===== src/rtl/tpcr_pkg.sv =====
package tpcr_pkg;

    localparam logic [1:0] OP_PRESS   = 2'd0;
    localparam logic [1:0] OP_RELEASE = 2'd1;
    localparam logic [1:0] OP_POLL    = 2'd2;

    localparam logic [1:0] DIR_NONE = 2'b00;
    localparam logic [1:0] DIR_UP   = 2'b01;
    localparam logic [1:0] DIR_DOWN = 2'b11;

    localparam logic [1:0] CFG_REPEAT_INTERVAL = 2'd0;
    localparam logic [1:0] CFG_COMMIT_GAP      = 2'd1;
    localparam logic [1:0] CFG_SPAN            = 2'd2;
    localparam logic [1:0] CFG_MAX_TAPS        = 2'd3;

    localparam logic [15:0] RESET_REPEAT_INTERVAL = 16'd200;
    localparam logic [15:0] RESET_COMMIT_GAP      = 16'd800;
    localparam logic [15:0] RESET_SPAN            = 16'd4000;
    localparam logic [3:0]  RESET_MAX_TAPS        = 4'd4;

    typedef struct packed {
        logic [15:0] repeat_interval_ms;
        logic [15:0] commit_gap_ms;
        logic [15:0] span_ms;
        logic [3:0]  max_taps;
    } cfg_t;

    typedef struct packed {
        logic [1:0]  operation;
        logic        pad;
        logic [31:0] time_ms;
    } item_t;

    typedef struct packed {
        logic [1:0] volume_step;
        logic [3:0] gesture_taps;
    } result_t;

    // count to report when a tap run closes: nothing below two, capped at max
    function automatic logic [3:0] report_taps(input logic [3:0] n, input logic [3:0] cap);
        logic [3:0] r;
        if (n < 4'd2)
        begin
            r = 4'd0;
        end
        else if (n > cap)
        begin
            r = cap;
        end
        else
        begin
            r = n;
        end
        return r;
    endfunction

    // wrapping difference against a 16-bit limit
    function automatic logic elapsed(input logic [31:0] now, input logic [31:0] since,
                                     input logic [15:0] limit);
        logic [31:0] diff;
        diff = now - since;
        return diff >= {16'd0, limit};
    endfunction

endpackage


===== src/rtl/tpcr_ifs.sv =====
interface tpcr_in_if;
    logic        valid;
    logic        ready;
    logic [1:0]  operation;
    logic        pad;
    logic [31:0] time_ms;

    modport source (output valid, output operation, output pad, output time_ms, input ready);
    modport sink   (input valid, input operation, input pad, input time_ms, output ready);
endinterface

interface tpcr_out_if;
    logic              valid;
    logic              ready;
    logic signed [1:0] volume_step;
    logic [3:0]        gesture_taps;

    modport source (output valid, output volume_step, output gesture_taps, input ready);
    modport sink   (input valid, input volume_step, input gesture_taps, output ready);
endinterface


===== src/rtl/two_pad_chord_and_repeat_unit.sv =====
// Two-pad volume controller: takes press, release and poll beats and gives exactly one result
// beat per input beat. Sustained rate is one item per clock unless the output stalls; an item
// is held in the input register, its result comes from a single pass of compare and subtract
// logic against the tracking state and lands in the output register. A stalled output holds
// one result while the input register still takes one more beat. Unchecked by the block, the
// user must write configuration via cfg_we/cfg_index/cfg_wdata while no item is in flight.
module two_pad_chord_and_repeat_unit
    import tpcr_pkg::*;
(
    input  logic          clk,
    input  logic          rst_n,
    tpcr_in_if.sink       pads,
    tpcr_out_if.source    result,
    input  logic          cfg_we,
    input  logic [1:0]    cfg_index,
    input  logic [15:0]   cfg_wdata
);

    cfg_t    cfg;
    item_t   item_reg;
    logic    item_vld_reg, item_vld_next;
    logic    out_vld_reg, out_vld_next;
    result_t out_reg;
    result_t res;
    logic    take;
    logic    fire;

    assign fire       = item_vld_reg && (!out_vld_reg || result.ready);
    assign pads.ready = !item_vld_reg || fire;
    assign take       = pads.valid && pads.ready;

    tpcr_cfg_regs u_cfg_regs
    (
        .clk       (clk),
        .rst_n     (rst_n),
        .cfg_we    (cfg_we),
        .cfg_index (cfg_index),
        .cfg_wdata (cfg_wdata),
        .cfg       (cfg)
    );

    tpcr_core u_core
    (
        .clk   (clk),
        .rst_n (rst_n),
        .cfg   (cfg),
        .item  (item_reg),
        .fire  (fire),
        .res   (res)
    );

    always_comb
    begin
        item_vld_next = item_vld_reg;
        if (take)
        begin
            item_vld_next = 1'b1;
        end
        else if (fire)
        begin
            item_vld_next = 1'b0;
        end

        out_vld_next = out_vld_reg;
        if (fire)
        begin
            out_vld_next = 1'b1;
        end
        else if (result.ready)
        begin
            out_vld_next = 1'b0;
        end
    end

    always_ff @(posedge clk or negedge rst_n)
    begin
        if (!rst_n)
        begin
            item_vld_reg <= 1'b0;
            out_vld_reg  <= 1'b0;
        end
        else
        begin
            item_vld_reg <= item_vld_next;
            out_vld_reg  <= out_vld_next;
        end
    end

    always_ff @(posedge clk)
    begin
        if (take)
        begin
            item_reg.operation <= pads.operation;
            item_reg.pad       <= pads.pad;
            item_reg.time_ms   <= pads.time_ms;
        end
        if (fire)
        begin
            out_reg <= res;
        end
    end

    assign result.valid        = out_vld_reg;
    assign result.volume_step  = $signed(out_reg.volume_step);
    assign result.gesture_taps = out_reg.gesture_taps;

endmodule


===== src/rtl/tpcr_cfg_regs.sv =====
module tpcr_cfg_regs
    import tpcr_pkg::*;
(
    input  logic        clk,
    input  logic        rst_n,
    input  logic        cfg_we,
    input  logic [1:0]  cfg_index,
    input  logic [15:0] cfg_wdata,
    output cfg_t        cfg
);

    cfg_t cfg_reg;
    cfg_t cfg_next;

    always_comb
    begin
        cfg_next = cfg_reg;
        if (cfg_we)
        begin
            unique case (cfg_index)
                CFG_REPEAT_INTERVAL: cfg_next.repeat_interval_ms = cfg_wdata;
                CFG_COMMIT_GAP:      cfg_next.commit_gap_ms      = cfg_wdata;
                CFG_SPAN:            cfg_next.span_ms            = cfg_wdata;
                CFG_MAX_TAPS:        cfg_next.max_taps           = cfg_wdata[3:0];
                default:             cfg_next = cfg_reg;
            endcase
        end
    end

    always_ff @(posedge clk or negedge rst_n)
    begin
        if (!rst_n)
        begin
            cfg_reg.repeat_interval_ms <= RESET_REPEAT_INTERVAL;
            cfg_reg.commit_gap_ms      <= RESET_COMMIT_GAP;
            cfg_reg.span_ms            <= RESET_SPAN;
            cfg_reg.max_taps           <= RESET_MAX_TAPS;
        end
        else
        begin
            cfg_reg <= cfg_next;
        end
    end

    assign cfg = cfg_reg;

endmodule


===== src/rtl/tpcr_core.sv =====
module tpcr_core
    import tpcr_pkg::*;
(
    input  logic    clk,
    input  logic    rst_n,
    input  cfg_t    cfg,
    input  item_t   item,
    input  logic    fire,
    output result_t res
);

    logic        up_reg,     up_next;
    logic        down_reg,   down_next;
    logic        chord_reg,  chord_next;
    logic [1:0]  dir_reg,    dir_next;
    logic [3:0]  taps_reg,   taps_next;
    logic [31:0] first_reg,  first_next;
    logic [31:0] last_reg,   last_next;
    logic [31:0] step_reg,   step_next;

    always_comb
    begin
        logic       is_up;
        logic [3:0] taps_a;
        logic [3:0] taps_b;
        logic [3:0] gesture;
        logic [3:0] capped;
        logic [1:0] poll_dir;
        logic [1:0] own_dir;

        up_next    = up_reg;
        down_next  = down_reg;
        chord_next = chord_reg;
        dir_next   = dir_reg;
        taps_next  = taps_reg;
        first_next = first_reg;
        last_next  = last_reg;
        step_next  = step_reg;
        res        = '0;

        is_up    = !item.pad;
        own_dir  = is_up ? DIR_UP : DIR_DOWN;
        taps_a   = taps_reg;
        taps_b   = taps_reg;
        gesture  = 4'd0;
        capped   = 4'd0;
        poll_dir = DIR_NONE;

        unique case (item.operation)
            OP_PRESS:
            begin
                if (is_up)
                begin
                    up_next = 1'b1;
                end
                else
                begin
                    down_next = 1'b1;
                end
                if (up_next && down_next)
                begin
                    chord_next = 1'b1;
                    dir_next   = DIR_NONE;
                end
            end
            OP_RELEASE:
            begin
                if (is_up)
                begin
                    up_next = 1'b0;
                end
                else
                begin
                    down_next = 1'b0;
                end
                if (dir_reg == own_dir)
                begin
                    dir_next = DIR_NONE;
                end
                // chord ends when both pads are up: one tap
                if (chord_reg && !up_next && !down_next)
                begin
                    chord_next = 1'b0;
                    if (taps_reg != 4'd0 && elapsed(item.time_ms, first_reg, cfg.span_ms))
                    begin
                        gesture = report_taps(taps_reg, cfg.max_taps);
                        taps_a  = 4'd0;
                    end
                    first_next = (taps_a == 4'd0) ? item.time_ms : first_reg;
                    taps_b     = taps_a + 4'd1;
                    taps_next  = taps_b;
                    last_next  = item.time_ms;
                    if (taps_b >= cfg.max_taps)
                    begin
                        taps_next  = 4'd0;
                        first_next = 32'd0;
                        last_next  = 32'd0;
                        capped     = report_taps(taps_b, cfg.max_taps);
                        if (capped != 4'd0)
                        begin
                            gesture = capped;
                        end
                    end
                    res.gesture_taps = gesture;
                end
            end
            OP_POLL:
            begin
                if (taps_reg != 4'd0 && !up_reg && !down_reg && !chord_reg
                    && elapsed(item.time_ms, last_reg, cfg.commit_gap_ms))
                begin
                    res.gesture_taps = report_taps(taps_reg, cfg.max_taps);
                    taps_a     = 4'd0;
                    taps_next  = 4'd0;
                    first_next = 32'd0;
                    last_next  = 32'd0;
                end
                if (chord_reg || (up_reg && down_reg) || taps_a != 4'd0)
                begin
                    dir_next = DIR_NONE;
                end
                else
                begin
                    if (up_reg && !down_reg)
                    begin
                        poll_dir = DIR_UP;
                    end
                    else if (down_reg && !up_reg)
                    begin
                        poll_dir = DIR_DOWN;
                    end
                    if (poll_dir == DIR_NONE)
                    begin
                        dir_next = DIR_NONE;
                    end
                    else if (dir_reg != poll_dir)
                    begin
                        // first step fires at once
                        dir_next        = poll_dir;
                        step_next       = item.time_ms;
                        res.volume_step = poll_dir;
                    end
                    else if (elapsed(item.time_ms, step_reg, cfg.repeat_interval_ms))
                    begin
                        step_next       = item.time_ms;
                        res.volume_step = poll_dir;
                    end
                end
            end
            default:
            begin
                res = '0;
            end
        endcase
    end

    always_ff @(posedge clk or negedge rst_n)
    begin
        if (!rst_n)
        begin
            up_reg    <= 1'b0;
            down_reg  <= 1'b0;
            chord_reg <= 1'b0;
            dir_reg   <= DIR_NONE;
            taps_reg  <= 4'd0;
            first_reg <= 32'd0;
            last_reg  <= 32'd0;
            step_reg  <= 32'd0;
        end
        else if (fire)
        begin
            up_reg    <= up_next;
            down_reg  <= down_next;
            chord_reg <= chord_next;
            dir_reg   <= dir_next;
            taps_reg  <= taps_next;
            first_reg <= first_next;
            last_reg  <= last_next;
            step_reg  <= step_next;
        end
    end

endmodule


===== src/flat_wrapper.sv =====
// flat-port wrapper written by rule: the top's interface ports become plain ports
module two_pad_chord_and_repeat_unit_flat import tpcr_pkg::*;
  (clk, rst_n, cfg_we, cfg_index, cfg_wdata, pads_valid, pads_operation, pads_pad, pads_time_ms, pads_ready, result_valid, result_volume_step, result_gesture_taps, result_ready);
  tpcr_in_if pads_i ();
  tpcr_out_if result_i ();
  input  logic clk;
  input  logic rst_n;
  input  logic cfg_we;
  input  logic [1:0] cfg_index;
  input  logic [15:0] cfg_wdata;
  input wire logic [$bits(pads_i.valid)-1:0] pads_valid;
  input wire logic [$bits(pads_i.operation)-1:0] pads_operation;
  input wire logic [$bits(pads_i.pad)-1:0] pads_pad;
  input wire logic [$bits(pads_i.time_ms)-1:0] pads_time_ms;
  output wire logic [$bits(pads_i.ready)-1:0] pads_ready;
  output wire logic [$bits(result_i.valid)-1:0] result_valid;
  output wire logic [$bits(result_i.volume_step)-1:0] result_volume_step;
  output wire logic [$bits(result_i.gesture_taps)-1:0] result_gesture_taps;
  input wire logic [$bits(result_i.ready)-1:0] result_ready;
  assign pads_i.valid = pads_valid;
  assign pads_i.operation = pads_operation;
  assign pads_i.pad = pads_pad;
  assign pads_i.time_ms = pads_time_ms;
  assign pads_ready = pads_i.ready;
  assign result_valid = result_i.valid;
  assign result_volume_step = result_i.volume_step;
  assign result_gesture_taps = result_i.gesture_taps;
  assign result_i.ready = result_ready;
  two_pad_chord_and_repeat_unit u_core (.clk(clk), .rst_n(rst_n), .pads(pads_i), .result(result_i), .cfg_we(cfg_we), .cfg_index(cfg_index), .cfg_wdata(cfg_wdata));
endmodule

===== config.mk =====
export PLATFORM = sky130hd
export DESIGN_NAME = two_pad_chord_and_repeat_unit_flat
export DESIGN_NICKNAME = d
export VERILOG_FILES = /design/src/rtl/tpcr_pkg.sv /design/src/rtl/tpcr_ifs.sv /design/src/rtl/two_pad_chord_and_repeat_unit.sv /design/src/rtl/tpcr_cfg_regs.sv /design/src/rtl/tpcr_core.sv /design/src/flat_wrapper.sv
export SDC_FILE = /design/constraint.sdc
export NUM_CORES = 1
export LEC_CHECK = 0
export ABC_AREA = 1
export ABC_CLOCK_PERIOD_IN_PS = 5100
export BUFFER_PORTS_ARGS = -buffer_cell sky130_fd_sc_hd__buf_2
export CAP_MARGIN = 20
export CORE_MARGIN = 5
export CORE_UTILIZATION = 51
export CTS_CLUSTER_DIAMETER = 30
export DETAILED_ROUTE_END_ITERATION = 6
export PLACE_DENSITY = 0.74
export SLEW_MARGIN = 25
export SYNTH_ARGS = -nofsm -noshare
export SYNTH_HDL_FRONTEND = slang
export SYNTH_HIERARCHICAL = 1
export SYNTH_SLANG_ARGS = --single-unit

===== constraint.sdc =====
create_clock -name clk -period 5.1 [get_ports clk]
set_input_delay 0.51 -clock clk [delete_from_list [all_inputs] [get_ports clk]]
set_output_delay 0.51 -clock clk [all_outputs]
set_load 0.02 [all_outputs]

Word level (Yosys, flattened, before mapping)
Cells that the tools add are included.
{"block": "op_classes", "n_bitwise": 3, "n_eq_ne": 13, "n_lt_le_gt_ge": 8, "n_addsub": 4, "n_reduce_logical": 49, "mux": 61}
{"op": "two-way mux 32 bit", "n": 8}
{"op": "case mux 32 bit (2 select lines)", "n": 2}
{"op": "greater-or-equal comparator 32 x 16 -> 1 bit", "n": 3}
{"op": "subtractor 32 bit", "n": 3}
{"op": "two-way mux 4 bit", "n": 19}
{"op": "two-way mux 2 bit", "n": 12}
{"op": "case mux 4 bit (2 select lines)", "n": 2}
{"op": "AND reduction 5 bit", "n": 3}
{"op": "two-way mux 1 bit", "n": 14}
{"op": "logical AND 1 bit", "n": 13}
{"op": "nonzero test 4 bit", "n": 3}
{"op": "AND reduction 2 bit", "n": 5}
{"op": "nonzero test 2 bit", "n": 5}
{"op": "> comparator 4 bit", "n": 2}
{"op": "< comparator 4 x 2 -> 1 bit, second input constant", "n": 2}
{"op": "!= test 2 bit, second input constant", "n": 4}
{"op": "AND reduction 4 bit", "n": 2}
{"op": "logical NOT 1 bit", "n": 7}
{"op": "equality test 2 bit, second input constant", "n": 3}
{"op": "logical NOT 2 bit", "n": 3}
{"op": "case mux 1 bit (2 select lines)", "n": 3}
{"op": "case mux 2 bit (3 select lines)", "n": 1}
{"op": "adder 4 x 1 -> 4 bit, second input constant", "n": 1}
{"op": "equality test 2 x 1 -> 1 bit, second input constant", "n": 2}
{"op": "other kinds (11)", "n": 16}
{"block": "totals", "out_inout_bits": 8, "wordCells": 157, "in_bits": 58, "reg_bits": 200}

Depth between registers and ports, before layout
Gate-level depths: netlist of the first run.
{"block": "depth", "ltp_word": 19, "depth_mapped": 44, "mapped_depth_nobuf": 44}

Modules after synthesis
The synthesis of the first run kept the hierarchy.
{"module": "tpcr_core", "cells_each": 2061, "seq_area_each_um2": 2627.5, "instances": 1, "area_per_inst_um2": 12680.9}
{"module": "tpcr_cfg_regs", "cells_each": 233, "seq_area_each_um2": 1317.5, "instances": 1, "area_per_inst_um2": 2229.6}
{"module": "two_pad_chord_and_repeat_unit", "cells_each": 53, "seq_area_each_um2": 1281.2, "instances": 1, "area_per_inst_um2": 1326.3}

Least setup slack after synthesis of the first run
Ideal clock, no wire load.
{"block": "synth_timing", "kind": "register -> register", "start": "register u_core/item_reg[1] (netlist name)", "end": "register u_core.out_reg (netlist bit u_core/result.gesture_taps[0]), data pin", "path_buffers": 0, "path_stages_with_launch": 41, "t_arrival_ns": 4.654, "synth_period_minus_slack_ns": 4.912, "path_slack_ns": 0.188, "required_time_ns": 4.843, "setup_time_ns": 0.257, "cell_sequence": "edfxtp_1 > inv_1 > fa_1 > inv_1 > nand2_1 > nand2_1 > nand3_1 > nand2_2 > nand2_1 > nand2_1 > xor2_1 > ha_1 > nand2_1 > nor2_1 > a211oi_1 > nand3_1 > nor2_1 > nand2_1 > (+5 left out) > ha_1 > inv_1 > nand3_1 > nand2_2 > ha_1 > nand2_1 > inv_1 > o21ai_0 > nand2_1 > nand2_1 > nand2_1 > o21ai_0 > o22ai_1 > nand3_2 > nand2_2 > nand2_1 > nand3_1 > a21oi_1"}
{"item": "from (decl)", "line": "two_pad_chord_and_repeat_unit.sv:20", "source": "item_t item_reg;"}
{"item": "to (signal assigned)", "line": "two_pad_chord_and_repeat_unit.sv:99", "source": "out_reg <= res;"}
{"item": "to (decl)", "line": "two_pad_chord_and_repeat_unit.sv:23", "source": "result_t out_reg;"}

==> results of run 1 <==
[worst max path at each step]
stage,end,slack [ps],from,cells after the start
after floorplan,u_core/result.gesture_taps[0]$_DFFE_PP_,190,u_core/item_reg[1]$_DFFE_PP_,40
after global placement,u_core/result.gesture_taps[0]$_DFFE_PP_,80,u_core/item_reg[0]$_DFFE_PP_,41
after detailed placement,u_core/result.gesture_taps[3]$_DFFE_PP_,-220,u_core/item_reg[0]$_DFFE_PP_,41
after CTS,u_core/result.gesture_taps[0]$_DFFE_PP_,4,u_core/item_reg[10]$_DFFE_PP_,38
after global routing,u_core/result.gesture_taps[2]$_DFFE_PP_,-270,u_core/item_reg[0]$_DFFE_PP_,40
final,u_core/result.gesture_taps[3]$_DFFE_PP_,120,u_core/item_reg[9]$_DFFE_PP_,37
[kinds of logic after synthesis]
kind of cell / after synthesis / synth area share
DFF: 200 / 0.322
adders and majority gates: 161 / 0.125
buffers and inverters: 486 / 0.120
AOI/OAI and AO/OA: 289 / 0.0981
xor gates and xnor gates: 74 / 0.0399
and+or+nand+nor: 1137 / 0.295
[synth_stat cells (all sizes together) (24+ instances only)]
cell type / instances
nor2: 179
xor2: 55
nand4: 58
a21oi: 124
nand2: 726
o21ai: 118
nand3: 134
inv: 441
ha: 158
edfxtp: 41
buf: 32
nor3: 24
dfrtp: 146
[through the flow]
stage,total power [uW],TNS [ps],hold slack (ps),setup slack (ps),instances
2_1_floorplan,6350,0,214,188,2347
3_3_place_gp,7740,0,453,75.9,2839
3_5_place_dp,7890,-841,455,-217,2839
4_1_cts,9340,0,16.2,4.15,2872
5_1_grt,10600,-4220,41.9,-275,2888
6_report,9710,0,2.72,120,2888
[repair_timing]
| action | in CTS | in global routing |
|---|---|---|
| gates resized for setup | 8 | 87 |
| buffers inserted | 1 | 15 |
| pin swaps | 6 | 30 |
| endpoints found under the setup margin | 5 | 72 |
| gates cloned | 0 | 1 |
[layout make-up]
type / count / area (um^2) / area share
Multi-Input combinational cell: 1661 / 9510 / 0.514
Clock buffer: 18 / 439 / 0.0237
Sequential cell: 200 / 5230 / 0.282
Clock inverter: 14 / 130 / 0.00703
Timing Repair Buffer: 151 / 1040 / 0.0564
Inverter: 442 / 1660 / 0.0898
Tap cell: 402 / 503 / 0.0272
[power groups by stage]
stage	Sequential, uW	Clock (uW)	Combinational [uW]
3_5_place_dp	2310	0	5580
6_report	2290	1370	6060
2_1_floorplan	2250	0	4100
4_1_cts	2280	1410	5660
3_3_place_gp	2290	0	5450
5_1_grt	2330	1460	6830
[critical path: cells and delay by family (launching register included)]
| family | cells | cell delay (ps) |
|---|---|---|
| AO/OA/AOI/OAI | 5 | 650 |
| XOR/XNOR | 1 | 210 |
| adder cells (fa/ha/maj) | 4 | 1020 |
| buffers and inverters | 5 | 400 |
| flip-flops | 1 | 460 |
| AND/OR/NAND/NOR | 22 | 2000 |
[routing by layer]
metal,part of all wire,vias up
li1,-,7708
met1,0.44,7298
met5,0,-
met2,0.46,499
met4,0.033,0
met3,0.062,92
[cells in the final DEF, fill, tap and decap left out, types with 6 or more instances in the layout]
master,count
nor2_2,21
ha_1,143
o21bai_1,6
a31oi_1,8
o21ai_1,43
xnor2_1,19
o211ai_1,7
buf_2,64
nand3_2,10
inv_2,10
a21oi_2,6
nor3_1,20
nor4_1,6
inv_1,429
nand3_1,121
clkbuf_16,18
dfstp_2,13
nand4_1,57
o21ai_0,73
ha_4,15
dfrtp_1,146
nor2_1,154
xor2_1,51
a21oi_1,116
edfxtp_1,41
buf_4,81
nand2_1,697
nand2_2,25
==> results.sh, run 1 <==
export IMPL_antenna_cells=0
export IMPL_drc=0
export IMPL_async_flop_share=0.795
export IMPL_use_met1=0.362
export IMPL_core_area_um2=31500
export IMPL_cpPeakStageDelay_ps=460
export IMPL_ys_seq_area_frac=0.322
export IMPL_syn_cell_area_um2=16200
export IMPL_yosysWarningCount=6
export IMPL_min_period_over_period=0.976
export IMPL_r2r_end="u_core/result.gesture_taps[3]$_DFFE_PP_"
export IMPL_endpoint_kind="flip-flop"
export IMPL_p_leak_uw=0.00975
export IMPL_initial_core_util=0.516
export IMPL_synth_area_leaders="dfrtp_1, nand2_1, ha_1, inv_1, edfxtp_1"
export IMPL_grt_total_usage=0.267
export IMPL_synth_top_area_cell="dfrtp_1"
export IMPL_p_switching_uw=4700
export IMPL_drtPass1Iterations=6
export IMPL_peakVddDrop_mv=0.342
export IMPL_grt_antenna_before_repair=0
export IMPL_slowest_stage="edfxtp_1"
export IMPL_nets=2692
export IMPL_cts_tree="done"
export IMPL_seq_power_share=0.235
export IMPL_first_iter_violations=1223
export IMPL_crit_type="flip-flop to flip-flop"
export IMPL_global_route_usage_met3=0.0356
export IMPL_worstMarginPinSlew_ps=994
export IMPL_largest_reg_flops=52
export IMPL_use_met2=0.444
export IMPL_r2r_setup_slack_ps=120
export IMPL_rsz0062_at_grt="yes"
export IMPL_syn_to_final_growth_pct=14.0
export IMPL_fin_util=0.588
export IMPL_comb_power_share=0.624
export IMPL_pwr_share_clk=0.141
export IMPL_synthCells=2347
export IMPL_p_sw_frac=0.484
export IMPL_grt_busiest_layer="met2"
export IMPL_arrival_ps=5190
export IMPL_cell_internal_pwr_uw=5010
export IMPL_dieArea_um2=35500
export IMPL_status="completed"
export IMPL_power_per_cell_area_nw_per_um2=525
export IMPL_placedInstanceArea_um2=17400
export IMPL_max_freq_mhz=201
export IMPL_ant_nets=0
export IMPL_rr_startpoint="u_core/item_reg[9]$_DFFE_PP_"
export IMPL_die_w_um=188
export IMPL_clock_path_buffers=2
export IMPL_synth_nets=2566
export IMPL_htree_levels=4
export IMPL_synth_edf_count=41
export IMPL_fin_area_um2=18500
export IMPL_final_fill_count=2938
export IMPL_cap_viol_max_count=0
export IMPL_grt_pass1_vias=14800
export IMPL_hold_buffers=0
export IMPL_cp_start_kind="flip-flop"
export IMPL_portBuffers=65
export IMPL_hold_viol_final=0
export IMPL_maxSlewViolCount=0
export IMPL_wl_per_cell_um=16.9
export IMPL_place_congestion=0.969
export IMPL_clk_pin_slew_ps=80
export IMPL_hp_class="primary input to async pin"
export IMPL_slew_headroom=0.337
export IMPL_dieHeight_um=188
export IMPL_avgSynthCellArea_um2=6.92
export IMPL_grt_max_degree=65
export IMPL_vias=15600
export IMPL_cts_root_buf="clkbuf_16"
export IMPL_min_period_ps=4980
export IMPL_grt_pass1_wl_mm=76.7
export IMPL_ys_ff_latch=200
export IMPL_ios=66
export IMPL_setup_viol=0
export IMPL_cts_sinks=200
export IMPL_cp_common_cell="nand2_1"
export IMPL_required_ps=5310
export IMPL_wl_mm=48.7
export IMPL_clkLatencyLatePin_ps=460
export IMPL_avgViaCountPerCell=5.40
export IMPL_finClkSkew_ps=10.9
export IMPL_timing_reg2reg_worst_path_depth=37
export IMPL_drive_gt1_frac=0.127
export IMPL_synth_ff_type="dfrtp_1"
export IMPL_critPathMaxFanout=7
export IMPL_cts_buffers=17
export IMPL_post_synth_num_cell_types=53
export IMPL_synth_top_area_frac=0.225
export IMPL_dp_hpwl_mm=37.8
export IMPL_row_count=65
export IMPL_grt_overflow=0
Power figures use the tool's default switching activity.
==> run 2, diff against run 1 <==
--- a/config.mk
+++ b/config.mk
@@ -5,7 +5,6 @@
 export SDC_FILE = /design/constraint.sdc
 export NUM_CORES = 1
 export LEC_CHECK = 0
-export ABC_AREA = 1
 export ABC_CLOCK_PERIOD_IN_PS = 5100
 export BUFFER_PORTS_ARGS = -buffer_cell sky130_fd_sc_hd__buf_2
 export CAP_MARGIN = 20
@@ -13,7 +12,7 @@
 export CORE_UTILIZATION = 51
 export CTS_CLUSTER_DIAMETER = 30
 export DETAILED_ROUTE_END_ITERATION = 6
-export PLACE_DENSITY = 0.74
+export PLACE_DENSITY = 0.75
 export SLEW_MARGIN = 25
 export SYNTH_ARGS = -nofsm -noshare
 export SYNTH_HDL_FRONTEND = slang
==> run 2 against run 1 <==
The run now ends with negative setup slack left. Sequential power is essentially flat. Final area grew 5.1%. Register-to-register slack got worse by 1100 ps. Largest cell class unchanged.
==> results.sh, run 2 <==
export IMPL_worstMarginPinSlew_ps=1020
export IMPL_synth_adder_area_share=0.129
export IMPL_die_w_um=186
export IMPL_avgViaCountPerCell=5.99
export IMPL_fin_area_um2=19400
export IMPL_max_freq_mhz=163
export IMPL_vias=14300
export IMPL_post_synth_num_cell_types=100
export IMPL_synth_edf_count=41
export IMPL_setup_viol=106
export IMPL_finClkSkew_ps=18.1
export IMPL_slew_headroom=0.319
export IMPL_synthXorXnorAreaFrac=0.0344
export IMPL_status="complete, but fails checks"
export IMPL_drc=0
export IMPL_avgSynthCellArea_um2=9.28
export IMPL_synth_compound_area_frac=0.203
export IMPL_slowest_stage="a2111o_1"
export IMPL_wl_per_cell_um=20.0
export IMPL_grt_pass1_wl_mm=76.4
export IMPL_min_period_ps=6120
export IMPL_violations="negative setup slack"
export IMPL_grt_antenna_before_repair=0
export IMPL_htree_levels=4
export IMPL_synth_mux_area_frac=0.0931
export IMPL_tns_ps=-84100
export IMPL_largest_reg_flops=52
export IMPL_syn_to_final_growth_pct=23.3
export IMPL_drive_gt1_frac=0.273
export IMPL_hp_class="primary input to async pin"
export IMPL_synth_top_area_cell="dfrtp_1"
export IMPL_grt_max_degree=85
export IMPL_antenna_cells=0
export IMPL_syn_cell_area_um2=15800
export IMPL_ios=66
export IMPL_core_area_um2=30600
export IMPL_rsz0062_at_grt="yes"
export IMPL_hold_viol_final=0
export IMPL_power_per_cell_area_nw_per_um2=516
export IMPL_portBuffers=65
export IMPL_fin_util=0.636
export IMPL_first_iter_violations=1153
export IMPL_async_flop_share=0.795
export IMPL_cts_sinks=200
export IMPL_critPathMaxFanout=7
export IMPL_mostFrequentLayoutCells="buf_4, inv_1, ha_1, dfrtp_1, nand2_1"
export IMPL_dp_hpwl_mm=35.9
export IMPL_grt_pass1_vias=14500
export IMPL_min_period_over_period=1.20
export IMPL_ys_ff_latch=200
export IMPL_synth_most_common_cell="inv_1"
export IMPL_wl_mm=47.8
export IMPL_ys_seq_area_frac=0.331
export IMPL_nets=2202
export IMPL_clk_pin_slew_ps=90
export IMPL_required_ps=5470
export IMPL_ant_nets=0
export IMPL_cts_tree="done"
export IMPL_synth_top_area_frac=0.232
export IMPL_grt_total_usage=0.280
export IMPL_clock_path_buffers=2
export IMPL_synth_common_cells="inv_1, ha_1, dfrtp_1"
export IMPL_synth_area_leaders="dfrtp_1, ha_1, edfxtp_1, inv_1, mux2_2"
export IMPL_drtPass1Iterations=6
export IMPL_p_leak_uw=0.00924
export IMPL_synth_top_family_by_area="compound AO/OA/AOI/OAI gates"
export IMPL_peakVddDrop_mv=0.262
export IMPL_synthCells=1700
export IMPL_endpoint_kind="flip-flop"
export IMPL_cp_start_kind="flip-flop"
export IMPL_synth_ff_type="dfrtp_1"
export IMPL_cpPeakStageDelay_ps=460
export IMPL_yosysWarningCount=6
export IMPL_grt_overflow=0
export IMPL_clkLatencyLatePin_ps=450
export IMPL_crit_type="flip-flop to flip-flop"
export IMPL_layout_commonest_cell="buf_4"
export IMPL_maxSlewViolCount=0
export IMPL_synthSimpleGateAreaFrac=0.145
export IMPL_place_congestion=0.967
export IMPL_initial_core_util=0.515
export IMPL_cts_root_buf="clkbuf_16"
export IMPL_row_count=64
export IMPL_arrival_ps=6480
export IMPL_dieHeight_um=186
export IMPL_cts_buffers=17
export IMPL_fin_ws_ps=-1020
export IMPL_synth_nets=1919
export IMPL_placedInstanceArea_um2=18200
export IMPL_cap_viol_max_count=0
export IMPL_dieArea_um2=34500
run 2: logic make-up after synthesis:
family / Yosys count
flip-flops: 200
multiplexers: 125
XOR/XNOR: 62
AND/OR/NAND/NOR: 447
buffers and inverters: 243
adder cells (fa/ha/maj): 161
AO/OA/AOI/OAI: 462
run 2: where the power goes:
part	switching, uW	internal (uW)
Combinational	3380	2920
Clock	694	737
Sequential	239	2060
run 2: through the flow:
| stage | power [uW] | hold WS, ps | std cells | worst slack, ps |
|---|---|---|---|---|
| after floorplan | 6210 | 214 | 1700 | -875 |
| after global placement | 8070 | 476 | 2334 | -840 |
| after detailed placement | 8220 | 482 | 2334 | -1040 |
| after CTS | 9860 | 118 | 2391 | -972 |
| after global routing | 10800 | 132 | 2392 | -1340 |
| final | 10000 | 81.9 | 2392 | -1020 |
run 2: final timing paths:
kind,depth (start not counted),slack (ps),start,to
min in group clk,1,240,pads_operation[0],u_core/item_reg[33]$_DFFE_PP_
hold / removal,1,80,rst_n,u_core/u_cfg_regs/cfg[36]$_DFFE_PN0P_
max in group asynchronous,2,3760,rst_n,u_core/u_core/first_reg[7]$_DFFE_PN0P_
setup / recovery,29,-1020,u_core/item_reg[1]$_DFFE_PP_,u_core/u_core/first_reg[3]$_DFFE_PN0P_
setup reg to reg,29,-1020,u_core/item_reg[1]$_DFFE_PP_,u_core/u_core/first_reg[3]$_DFFE_PN0P_
hold reg to reg,1,500,u_core/u_core/last_reg[30]$_DFFE_PN0P_,u_core/u_core/last_reg[30]$_DFFE_PN0P_
run 2: what timing repair did:
| action | in CTS | in global routing |
|---|---|---|
| buffers inserted | 21 | 6 |
| gates cloned | 6 | 0 |
| pin swaps | 23 | 24 |
| gates resized for setup | 44 | 24 |
| setup endpoints to repair | 108 | 108 |
| hold buffers | 0 | 0 |
run 2: area by class of cell:
type	count	area, um^2
clock buffer	19	454
clock inverter	13	165
fill	2480	11100
inverter	184	691
multi-input combinational	1257	9910
sequential	200	5230
tap	396	495
timing repair buffer	323	2510
run 2: per-layer routing:
layer | GRT usage | vias to the layer above | part of all wire | routed length, um
met5 | 0 | - | 0 | 0
met4 | 0.103 | 0 | 0.038 | 1820
met3 | 0.0328 | 107 | 0.054 | 2590
met2 | 0.466 | 521 | 0.47 | 22400
met1 | 0.379 | 6960 | 0.44 | 21000
li1 | - | 6740 | - | -
run 2: critical path: cells and delay by family (launching register included):
family          cells  cell delay (ps)
buf+inv             3              390
flops               1              430
xor+xnor            1              110
mux                 1              190
fa+ha+maj           4             1000
compound gates     11             2550
simple gates        9             1350
==> run 3, diff against run 2 <==
--- a/config.mk
+++ b/config.mk
@@ -12,7 +12,7 @@
 export CORE_UTILIZATION = 51
 export CTS_CLUSTER_DIAMETER = 30
 export DETAILED_ROUTE_END_ITERATION = 6
-export PLACE_DENSITY = 0.75
+export PLACE_DENSITY = 0.82
 export SLEW_MARGIN = 25
 export SYNTH_ARGS = -nofsm -noshare
 export SYNTH_HDL_FRONTEND = slang
==> run 3 against run 2 <==
The flow still finishes with violations (negative setup slack). Power up 2.4%. Die area unchanged. Critical path depth down 1. Sequential power about the same. Sequential share of layout area about the same. Core utilization up 0.082 points. Largest cell class unchanged. Largest power group unchanged.
==> results.sh, run 3 (synthesis results as in run 2) <==
export IMPL_drive_gt1_frac=0.277
export IMPL_cap_viol_max_count=0
export IMPL_finClkSkew_ps=11.7
export IMPL_critPathMaxFanout=16
export IMPL_row_count=64
export IMPL_syn_to_final_growth_pct=23.5
export IMPL_ant_nets=0
export IMPL_drtPass1Iterations=6
export IMPL_clk_pin_slew_ps=80
export IMPL_grt_pass1_wl_mm=78.7
export IMPL_min_period_over_period=1.21
export IMPL_first_iter_violations=1565
export IMPL_cts_root_buf="clkbuf_16"
export IMPL_violations="negative setup slack"
export IMPL_worstMarginPinSlew_ps=1090
export IMPL_maxSlewViolCount=0
export IMPL_grt_total_usage=0.286
export IMPL_vias=14800
export IMPL_cp_start_kind="flip-flop"
export IMPL_p_leak_uw=0.00921
export IMPL_min_period_ps=6190
export IMPL_place_congestion=0.969
export IMPL_fin_util=0.637
export IMPL_initial_core_util=0.515
export IMPL_slowest_stage="edfxtp_1"
export IMPL_dpl_cell_count=2318
export IMPL_cts_buffers=17
export IMPL_status="complete, but fails checks"
export IMPL_slew_headroom=0.273
export IMPL_dp_slack_ps=-1080
export IMPL_dieHeight_um=186
export IMPL_grt_pass1_vias=15000
export IMPL_peakVddDrop_mv=0.307
export IMPL_layout_commonest_cell="buf_4"
export IMPL_core_area_um2=30600
export IMPL_critPathBufInv=3
export IMPL_dp_hpwl_mm=35.8
export IMPL_largest_reg_flops=52
export IMPL_cts_tree="done"
export IMPL_portBuffers=65
export IMPL_arrival_ps=6580
export IMPL_hp_class="primary input to async pin"
export IMPL_clkLatencyLatePin_ps=460
export IMPL_max_freq_mhz=162
export IMPL_cpPeakStageDelay_ps=490
export IMPL_fin_ws_ps=-1090
export IMPL_endpoint_kind="flip-flop"
export IMPL_grt_overflow=0
export IMPL_htree_levels=4
export IMPL_drc=0
export IMPL_antenna_cells=0
export IMPL_hold_viol_final=0
export IMPL_die_w_um=186
export IMPL_power_per_cell_area_nw_per_um2=528
export IMPL_wl_mm=50.4
export IMPL_wl_per_cell_um=21.1
export IMPL_rsz0062_at_grt="yes"
export IMPL_cts_sinks=200
export IMPL_setup_viol=108
export IMPL_ios=66
export IMPL_crit_type="flip-flop to flip-flop"
export IMPL_clock_path_buffers=2
export IMPL_mostFrequentLayoutCells="buf_4, inv_1, ha_1, dfrtp_1, nand2_1"
export IMPL_dieArea_um2=34500
export IMPL_grt_antenna_before_repair=1
export IMPL_avgViaCountPerCell=6.22
export IMPL_hold_buffers=0
export IMPL_crit_family="compound AO/OA/AOI/OAI gates"
export IMPL_grt_max_degree=64
export IMPL_fin_hold_ws_ps=58.0
export IMPL_finalNonFillerCells=2381
export IMPL_required_ps=5490
export IMPL_nets=2191
[run 3: changes by cell type in the layout (fill, tap and decap cells not counted), moves of 2 or more]
cell,previous run,this run
a21oi_1,110,106
a21oi_2,7,13
buf_4,237,224
inv_1,180,178
inv_2,4,6
ha_1,150,148
a21oi_4,4,2
ha_4,6,8
clkinv_4,0,2
[run 3: final timing paths]
check	from	end	slack, ps	depth (start not counted)
max	u_core/item_reg[8]$_DFFE_PP_	u_core/u_core/last_reg[1]$_DFFE_PN0P_	-1090	28
min	rst_n	u_core/u_cfg_regs/cfg[36]$_DFFE_PN0P_	60	1
max reg2reg	u_core/item_reg[8]$_DFFE_PP_	u_core/u_core/last_reg[1]$_DFFE_PN0P_	-1090	28
min reg2reg	u_core/u_core/last_reg[28]$_DFFE_PN0P_	u_core/u_core/last_reg[28]$_DFFE_PN0P_	500	1
max in group asynchronous	rst_n	u_core/u_core/first_reg[24]$_DFFE_PN0P_	3970	2
min in group clk	pads_operation[0]	u_core/item_reg[33]$_DFFE_PP_	220	1
[run 3: area by class of cell]
cell class                      count  area, um^2
Fill cell                        2329       11100
Clock buffer                       18         429
Timing Repair Buffer              312        2440
Sequential cell                   200        5230
Inverter                          184         691
Multi-Input combinational cell   1257       10000
Tap cell                          396         495
Clock inverter                     14         181
[run 3: where the power goes]
group | switching, uW | internal, uW
combinational | 3570 | 2970
sequential | 254 | 2060
clock | 706 | 708
total | 4530 | 5740
[run 3: what timing repair did]
item | CTS | global route
pin swaps | 14 | 18
hold endpoints to repair | 0 | 0
gates cloned | 5 | 0
setup endpoints to repair | 108 | 108
setup buffers | 16 | 14
resized for setup | 55 | 34
[run 3: layer usage]
| metal | wire length [um] | vias up | GRT usage |
|---|---|---|---|
| met4 | 2710 | 0 | 0.138 |
| met2 | 23500 | 734 | 0.476 |
| met5 | 0 | - | 0 |
| li1 | - | 6717 | - |
| met3 | 3510 | 192 | 0.0469 |
| met1 | 20600 | 7167 | 0.365 |
[run 3: stage by stage]
step           TNS (ps)  total power, uW  instance area [um^2]
2_1_floorplan    -59120             6210                 15900
3_3_place_gp     -70810             7980                 18100
3_5_place_dp     -90860             8200                 18100
4_1_cts          -84830             9890                 19300
5_1_grt         -126900            10900                 19500
6_report         -95240            10300                 19500
